===== src/sv/rgb_to_hsl_converter_defines.svh =====
// Assertion macros shared by the color converter RTL.
`ifndef RGB_TO_HSL_CONVERTER_DEFINES_SVH
`define RGB_TO_HSL_CONVERTER_DEFINES_SVH

`ifndef NO_ASSERTIONS

`define RHC_ASSERT_IMPLIES(label, clk, rst_n, ante, cons, msg) \
    label: assert property (@(posedge clk) disable iff (!(rst_n)) (ante) |-> (cons)) \
        else $error(msg);

`define RHC_ASSERT_NEXT(label, clk, rst_n, ante, cons, msg) \
    label: assert property (@(posedge clk) disable iff (!(rst_n)) (ante) |=> (cons)) \
        else $error(msg);

`else

`define RHC_ASSERT_IMPLIES(label, clk, rst_n, ante, cons, msg)

`define RHC_ASSERT_NEXT(label, clk, rst_n, ante, cons, msg)

`endif

`endif


===== src/sv/rhc_pkg.sv =====
package rhc_pkg;

    localparam int CH_W    = 8;
    localparam int SUM_W   = CH_W + 1;
    // Hue numerator stays below six times the largest channel difference.
    localparam int NUM_W   = 11;
    localparam int DEN_W   = 11;
    localparam int OUT_W   = 16;
    localparam int OFF_W   = 3;
    localparam int LANES   = 2;

    localparam int DEF_FRACTION_BITS = 16;

    // Lightness multiplies by a reciprocal and drops this many low bits.
    localparam int LIGHT_SHIFT = 18;

    localparam int LANE_HUE   = 0;
    localparam int LANE_SAT   = 1;

    typedef logic [CH_W-1:0]  t_chan;
    typedef logic [SUM_W-1:0] t_sum;
    typedef logic [NUM_W-1:0] t_num;
    typedef logic [DEN_W-1:0] t_den;
    typedef logic [OFF_W-1:0] t_off;
    typedef logic [OUT_W-1:0] t_field;

    localparam t_chan CH_MAX      = t_chan'(255);
    localparam t_sum  SUM_MAX     = t_sum'(510);
    localparam t_num  HUE_SECTORS = t_num'(6);

    localparam t_off OFF_RED      = t_off'(0);
    localparam t_off OFF_GREEN    = t_off'(2);
    localparam t_off OFF_BLUE     = t_off'(4);
    localparam t_off OFF_RED_WRAP = t_off'(6);

    typedef enum logic [1:0] {
        SEC_RED   = 2'd0,
        SEC_GREEN = 2'd1,
        SEC_BLUE  = 2'd2
    } t_sector;

    typedef struct packed {
        t_chan red;
        t_chan green;
        t_chan blue;
    } t_rgb;

    typedef struct packed {
        t_field hue;
        t_field saturation;
        t_field lightness;
    } t_hsl;

    typedef struct packed {
        t_num num;
        t_den den;
    } t_div_op;

endpackage


===== src/sv/rhc_divpipe.sv =====
`include "rgb_to_hsl_converter_defines.svh"

// Restoring dividers side by side, one per lane, one quotient bit per stage.
// Each lane divides num * (2^FRACTION_BITS - 1) by den; the caller keeps
// num <= den and den > 0, so the quotient fits in FRACTION_BITS bits.
// The side value rides along with each item unchanged.
module rhc_divpipe #(
    parameter int FRACTION_BITS = rhc_pkg::DEF_FRACTION_BITS
) (
    input  logic                                              i_clk,
    input  logic                                              i_rst_n,
    input  logic                                              i_valid,
    output logic                                              o_ready,
    input  rhc_pkg::t_div_op [rhc_pkg::LANES-1:0]             i_ops,
    input  logic [FRACTION_BITS-1:0]                          i_side,
    output logic                                              o_valid,
    input  logic                                              i_ready,
    output logic [rhc_pkg::LANES-1:0][FRACTION_BITS-1:0]      o_quot,
    output logic [FRACTION_BITS-1:0]                          o_side
);
    localparam int NW = rhc_pkg::NUM_W;
    localparam int DW = rhc_pkg::DEN_W;
    localparam int FB = FRACTION_BITS;
    localparam int XW = NW + FB;
    localparam int LN = rhc_pkg::LANES;

    logic [DW-1:0] r_rem [0:FB][0:LN-1];
    logic [FB-1:0] r_low [0:FB][0:LN-1];
    logic [FB-1:0] r_q   [0:FB][0:LN-1];
    logic [DW-1:0] r_div [0:FB][0:LN-1];
    logic [DW-1:0] n_rem [0:FB][0:LN-1];
    logic [FB-1:0] n_low [0:FB][0:LN-1];
    logic [FB-1:0] n_q   [0:FB][0:LN-1];
    logic [DW-1:0] n_div [0:FB][0:LN-1];
    logic [FB-1:0] r_side [0:FB];
    logic [FB:0]   r_valid;
    logic [FB:0]   w_en;

    // A stage may load when some stage from it to the output is empty,
    // or when the output item is being taken.
    for (genvar j = 0; j <= FB; j++) begin : g_en
        assign w_en[j] = i_ready || !(&r_valid[FB:j]);
    end

    assign o_ready = w_en[0];
    assign o_valid = r_valid[FB];

    always_comb begin
        logic [XW-1:0] v_x;
        logic [DW:0]   v_t;
        logic [DW:0]   v_r;
        logic          v_ge;
        for (int l = 0; l < LN; l++) begin
            // num * (2^FB - 1) as a shift and one subtract.
            v_x = {i_ops[l].num, {FB{1'b0}}} - XW'(i_ops[l].num);
            n_rem[0][l] = DW'(v_x[XW-1 -: NW]);
            n_low[0][l] = v_x[FB-1:0];
            n_q[0][l]   = '0;
            n_div[0][l] = i_ops[l].den;
        end
        for (int j = 1; j <= FB; j++) begin
            for (int l = 0; l < LN; l++) begin
                v_t  = {r_rem[j-1][l], r_low[j-1][l][FB-1]};
                v_ge = (v_t >= {1'b0, r_div[j-1][l]});
                v_r  = v_ge ? (v_t - {1'b0, r_div[j-1][l]}) : v_t;
                n_rem[j][l] = v_r[DW-1:0];
                n_low[j][l] = {r_low[j-1][l][FB-2:0], 1'b0};
                n_q[j][l]   = {r_q[j-1][l][FB-2:0], v_ge};
                n_div[j][l] = r_div[j-1][l];
            end
        end
    end

    always_ff @(posedge i_clk) begin
        if (!i_rst_n) begin
            r_valid <= '0;
        end else begin
            if (w_en[0]) begin
                r_valid[0] <= i_valid;
            end
            for (int j = 1; j <= FB; j++) begin
                if (w_en[j]) begin
                    r_valid[j] <= r_valid[j-1];
                end
            end
        end
    end

    always_ff @(posedge i_clk) begin
        for (int j = 0; j <= FB; j++) begin
            if (w_en[j]) begin
                for (int l = 0; l < LN; l++) begin
                    r_rem[j][l] <= n_rem[j][l];
                    r_low[j][l] <= n_low[j][l];
                    r_q[j][l]   <= n_q[j][l];
                    r_div[j][l] <= n_div[j][l];
                end
            end
        end
        if (w_en[0]) begin
            r_side[0] <= i_side;
        end
        for (int j = 1; j <= FB; j++) begin
            if (w_en[j]) begin
                r_side[j] <= r_side[j-1];
            end
        end
    end

    for (genvar l = 0; l < LN; l++) begin : g_out
        assign o_quot[l] = r_q[FB][l];
    end

    assign o_side = r_side[FB];

    for (genvar l = 0; l < LN; l++) begin : g_chk
        `RHC_ASSERT_IMPLIES(a_rem_below_div, i_clk, i_rst_n, r_valid[FB], r_rem[FB][l] < r_div[FB][l], "division remainder is not below its divisor")
    end

    `RHC_ASSERT_IMPLIES(a_refuse_only_when_full, i_clk, i_rst_n, !o_ready, &r_valid, "divider refused an item with an empty stage")

    `RHC_ASSERT_NEXT(a_stall_keeps_result, i_clk, i_rst_n, r_valid[FB] && !i_ready, r_valid[FB] && $stable(o_quot), "stalled quotient changed or was dropped")

endmodule


===== config.mk =====
export PLATFORM = sky130hd
export DESIGN_NAME = rhc_divpipe
export DESIGN_NICKNAME = d
export VERILOG_FILES = /design/src/sv/rhc_pkg.sv /design/src/sv/rhc_divpipe.sv
export VERILOG_INCLUDE_DIRS = /design/src /design/src/sv
export SDC_FILE = /design/constraint.sdc
export NUM_CORES = 2
export LEC_CHECK = 0
export ABC_AREA = 1
export BUFFER_PORTS_ARGS = -buffer_cell sky130_fd_sc_hd__buf_2
export CAP_MARGIN = 30
export CORE_MARGIN = 2
export CORE_UTILIZATION = 35
export DETAILED_ROUTE_END_ITERATION = 10
export GPL_TIMING_DRIVEN = 0
export MAX_ROUTING_LAYER = met4
export PLACE_DENSITY_LB_ADDON = 0.25
export SYNTH_ARGS = -nofsm -noshare
export SYNTH_HDL_FRONTEND = slang
export SYNTH_SLANG_ARGS = --single-unit
export TNS_END_PERCENT = 1

===== constraint.sdc =====
create_clock -name i_clk -period 8.1 [get_ports i_clk]
set_input_delay 0.405 -clock i_clk [delete_from_list [all_inputs] [get_ports i_clk]]
set_output_delay 0.405 -clock i_clk [all_outputs]
set_load 0.1 [all_outputs]

After elaboration in Yosys (flattened, before gate mapping)
Memories as Yosys holds them, arrays and structs flattened.
Cells that the tools add are included.
{"block": "word_totals", "reg_bits": 17, "ram_bits": 2108, "inputBits": 64, "output_inout_bits": 50, "mem_count": 5}
{"memory": "r_low", "words": 17, "width": 32, "read_ports": 16, "rd_ports_with_merged_regs": 0, "write_ports": 17, "line": "rhc_divpipe.sv:28", "rtl": "logic [FB-1:0] r_low [0:FB][0:LN-1];"}
{"memory": "r_q", "words": 17, "width": 32, "read_ports": 17, "rd_ports_with_merged_regs": 0, "write_ports": 17, "line": "rhc_divpipe.sv:29", "rtl": "logic [FB-1:0] r_q [0:FB][0:LN-1];"}
{"memory": "r_div", "words": 17, "width": 22, "read_ports": 16, "rd_ports_with_merged_regs": 0, "write_ports": 17, "line": "rhc_divpipe.sv:30", "rtl": "logic [DW-1:0] r_div [0:FB][0:LN-1];"}
{"memory": "r_rem", "words": 17, "width": 22, "read_ports": 16, "rd_ports_with_merged_regs": 0, "write_ports": 17, "line": "rhc_divpipe.sv:27", "rtl": "logic [DW-1:0] r_rem [0:FB][0:LN-1];"}
{"memory": "r_side", "words": 17, "width": 16, "read_ports": 17, "rd_ports_with_merged_regs": 0, "write_ports": 17, "line": "rhc_divpipe.sv:35", "rtl": "logic [FB-1:0] r_side [0:FB];"}
{"block": "op_classes", "addsub": 34, "magnitude_cmp": 32, "mux": 66, "reduce_logical": 50}
{"cell": "$ge A12 B11 Y1", "count": 32}
{"cell": "$mux W11", "count": 32}
{"cell": "$sub A11 B11 Y11", "count": 32}
{"cell": "$sub A27 B11 Y27", "count": 2}
{"cell": "$mux W1", "count": 34}
{"cell": "$logic_not A1 Y1", "count": 17}
{"cell": "$logic_or A1 B1 Y1", "count": 17}
{"cell": "$reduce_and A17 Y1", "count": 1}
{"cell": "$reduce_and A16 Y1", "count": 1}
{"cell": "$reduce_and A15 Y1", "count": 1}
{"cell": "$reduce_and A14 Y1", "count": 1}
{"cell": "$reduce_and A13 Y1", "count": 1}
{"cell": "$reduce_and A12 Y1", "count": 1}
{"cell": "$reduce_and A11 Y1", "count": 1}
{"cell": "$reduce_and A10 Y1", "count": 1}
{"cell": "$reduce_and A9 Y1", "count": 1}
{"cell": "$reduce_and A8 Y1", "count": 1}
{"cell": "$reduce_and A7 Y1", "count": 1}
{"cell": "$reduce_and A6 Y1", "count": 1}
{"cell": "$reduce_and A5 Y1", "count": 1}
{"cell": "$reduce_and A4 Y1", "count": 1}
{"cell": "$reduce_and A3 Y1", "count": 1}
{"cell": "$reduce_and A2 Y1", "count": 1}

Longest topological paths before layout
{"block": "logic_depth", "ltp_word": 5, "ltp_mapped": 11, "mapped_depth_nobuf": 11}

Worst setup path after synthesis
Ideal clock, no wire load.
{"block": "synth_timing", "kind": "reg2reg", "start": "register r_valid[16]", "end": "memory r_div[0][0] in the netlist's numbering, enable pin", "t_arrival_ns": 6.102, "required_time_ns": 6.711, "setup_slack_ns": 0.609, "path_stages_with_launch": 7, "path_buffers": 0, "cell_sequence": "dfxtp_1 nand3_1 inv_1 and2_1 nand3_2 nor2_4 nand3_1"}
{"item": "start, declared", "line": "rhc_divpipe.sv:36", "rtl": "logic [FB:0] r_valid;"}
{"item": "start signal, assigned by index", "line": "rhc_divpipe.sv:83", "rtl": "r_valid[j] <= r_valid[j-1];"}
{"item": "end, declared", "line": "rhc_divpipe.sv:30"}

Final worst setup path
{"block": "layout_timing", "start": "register r_valid[12]", "end": "output port o_ready"}
{"block": "layout_via", "elab_chain_len": 3}
{"item": "$reduce_and A17 Y1", "line": "rhc_divpipe.sv:42", "rtl": "assign w_en[j] = i_ready || !(&r_valid[FB:j]);"}
{"item": "$logic_not A1 Y1", "line": "rhc_divpipe.sv:42"}
{"item": "$logic_or A1 B1 Y1", "line": "rhc_divpipe.sv:42"}
{"item": "end, declared", "line": "rhc_divpipe.sv:13", "rtl": "output logic o_ready,"}
No other way between the ends.

==> run summary <==
die width = 470.1 um
Hold Fails Final Rpt = 0
CP arrival = 3.96 ns
1st-pass router iterations = 5
row cnt = 171
Nets = 7684
CP Class = reg -> out
Max-cap violations = 0
Final Critical Period = 4.366 ns
Final period util = 53.90%
post-synthesis sequential area ratio = 60.49%
vias in the first global route = 48010
largest net degree at the start of global routing = 71
CTS Sinks = 1537
initial antenna violation count = 5
Worst slew margin = 50.00%
Die ar. = 221000 um^2
Final Wtd Congestion = 0.8669
DRC Markers = 0
maximum VDD drop = 261.1 uV
vias per cell = 4.552
Final Max Slew Viols = 0
Reg2Reg Setup Slack = 4.38 ns
area leader, netlist = edfxtp_1
share of post-route cells with drive strength above 1 = 15.78%
Mapped Nets = 7317
CTS tree = done
RSZ-0062 raised after global routing = no
Post-Syn Area = 76030 um^2
dpl hpwl = 122.4 mm
CTS buffer count = 168
Total GRT Usage = 14.98%
Antenna Nets Post-Route = 0
DIE HEIGHT = 470.1 um
Pwr Density = 357.4 nW/um^2
total congestion overflow = 0
area of the core = 216500 um^2
Post-Syn Area per Cell = 11.07 um^2
clock skew = 0.03999 ns
Hold WC Path Type = in -> reg
CTS max path bufs = 3
# IOs = 114
Post-Place Worst Slack = 4.357 ns
crit end category = primary output
Layout area overhead = 14.60%
Top FF cell, synth = edfxtp_1
fmax = 229.0 MHz
Clk pin slew, worst setup/hold paths = 0.06 ns
Distinct cells, synth = 41
Post-CTS Hold Buffers = 61
Synth area leaders = edfxtp_1 (60%), nand2_1 (8.6%), ha_1 (5.9%)
routed vias = 46580
Synth Register Bits = 1537
initial DRC count = 2359
Lkg Pwr = 38.21 nW
Slew @ Worst Pin = 0.7501 ns
worst-skew pair later-pin latency = 0.80 ns
maximum fanout along the worst path = 49
port buffer count = 113
Post-synth EDFFs = 1520
WL final = 159.6 mm
post-CTS setup buffers = 0
outcome = completed
Initial Utilization = 35.11%
setup slack after layout = 3.734 ns
Wirelength per Cell = 15.59 um
hold slack = 0.09480 ns
number of standard cells after synthesis = 6867
CP Data Required Time = 7.70 ns
final setup fails = 0
post-synth top area share = 60.04%
number of synthesis warnings = 0
Root Driver = clkbuf_16
htree depth = 4
Startpoint Class = flip-flop
first-pass GRT wire length = 256.5 mm
Synth async-reset ratio = 0%
Post-CTS Resized = 0
placed cells by master, fill, tap and decap left out, drive strengths merged:
cell type    Yosys  final
diode            0      2
buf             77    213
clkbuf           1    195
nand2         1873   1873
a21o             1      1
xnor2           34     34
a21oi          153    153
bufinv           0     20
nor2           379    379
nand3b         123    123
dfxtp           17     17
fa              30     30
dlygate4sd3      0     61
xor2            75     75
o2111ai          1      1
clkinv           1     78
and2            36     36
nand3          479    479
inv           1196   1203
o31ai            1      1
ha             356    356
o21ai          155    155
and3             1      1
nor3            13     13
clkinvlp         0     14
edfxtp        1520   1520
or2             33     33
nand4          312    312
final timing paths:
kind / depth (start not counted) / from / end
setup / recovery: 8 / r_valid[12]$_SDFFE_PN0P_ / o_ready
hold reg to reg: 0 / r_low[2][27]$_DFFE_PP_ / r_low[3][28]$_DFFE_PP_
setup reg to reg: 11 / r_valid[12]$_SDFFE_PN0P_ / r_rem[2][7]$_DFFE_PP_
hold / removal: 3 / i_ops[38] / r_rem[0][5]$_DFFE_PP_
flip-flops by register name, summed over array words and instances (netlist names):
name     flops
r_low      272
r_q        272
r_side     272
r_valid     17
r_div      352
r_rem      352
cells in the mapped netlist (30+ instances only):
master    count
o21ai_0      65
xnor2_1      34
nand3_1     267
or2_2        33
nand4_1     282
xor2_1       75
nor2_1      257
ha_1        356
o21ai_2      90
nand2_1    1749
nand3b_1    122
a21oi_2      30
inv_2        40
edfxtp_1   1520
fa_1         30
nor2_2      105
buf_2        30
a21oi_1     123
inv_1      1156
nand4_4      30
nand2_2     122
and2_1       35
nand3_2     185
cell families (layout without fill, tap and decap cells):
kind of cell / after synthesis / count (layout) / synth area share [%]
AO/OA/AOI/OAI: 311 / 311 / 2.651
XOR/XNOR: 109 / 109 / 1.256
buffers and inverters: 1275 / 1784 / 7.019
other: 0 / 2 / 0
flip-flops: 1537 / 1537 / 60.49
adder cells (fa/ha/maj): 386 / 386 / 6.649
AND/OR/NAND/NOR: 3249 / 3249 / 21.94
area by class of cell:
cell class,count,area [um^2]
Fill cell,20800,129400
Sequential cell,1537,45980
Multi-Input combinational cell,4055,24810
Inverter,1197,4503
Clock buffer,194,4323
Tap cell,2854,3571
Timing Repair Buffer,197,1739
Clock inverter,118,1350
Buffer,78,843.3
Antenna cell,2,5.005
power by group:
group          leakage [nW]  internal (mW)  switching (mW)
Clock                  2.72           4.52            3.23
Sequential             16.0           11.1           0.795
Combinational          19.5           4.19            7.31
Total                  38.2           19.8            11.3
layer usage:
| layer | global-route usage, % | wire (um) |
|---|---|---|
| met4 | 4.646 | 4169 |
| met3 | 2.028 | 4815 |
| met5 | - | 0 |
| met2 | 27.24 | 84660 |
| met1 | 16.96 | 65930 |
metrics by stage:
step                      power (mW)  util (%)  setup TNS, ns  std cells  cell area, um^2
final                          31.14     40.24              0      10230            87130
after global routing           33.47     40.24              0      10230            87130
after CTS                      31.59     40.24              0      10230            87120
after detailed placement       23.68     37.34              0       9857            80840
after global placement         23.55     37.02        -638.59       9834            80160
after floorplan                20.91         -              0       6867            76030
critical path, cell delays in order (launching register included):
cell,delay [ns]
dfxtp_1,0.35
nand2_1,0.10
nor3_1,0.21
and2_1,0.30
nand3_4,0.56
nor2_4,0.61
nand3_4,0.29
buf_16,0.27
buf_2,0.36
Note: power is estimated with default switching activity, not from simulation.
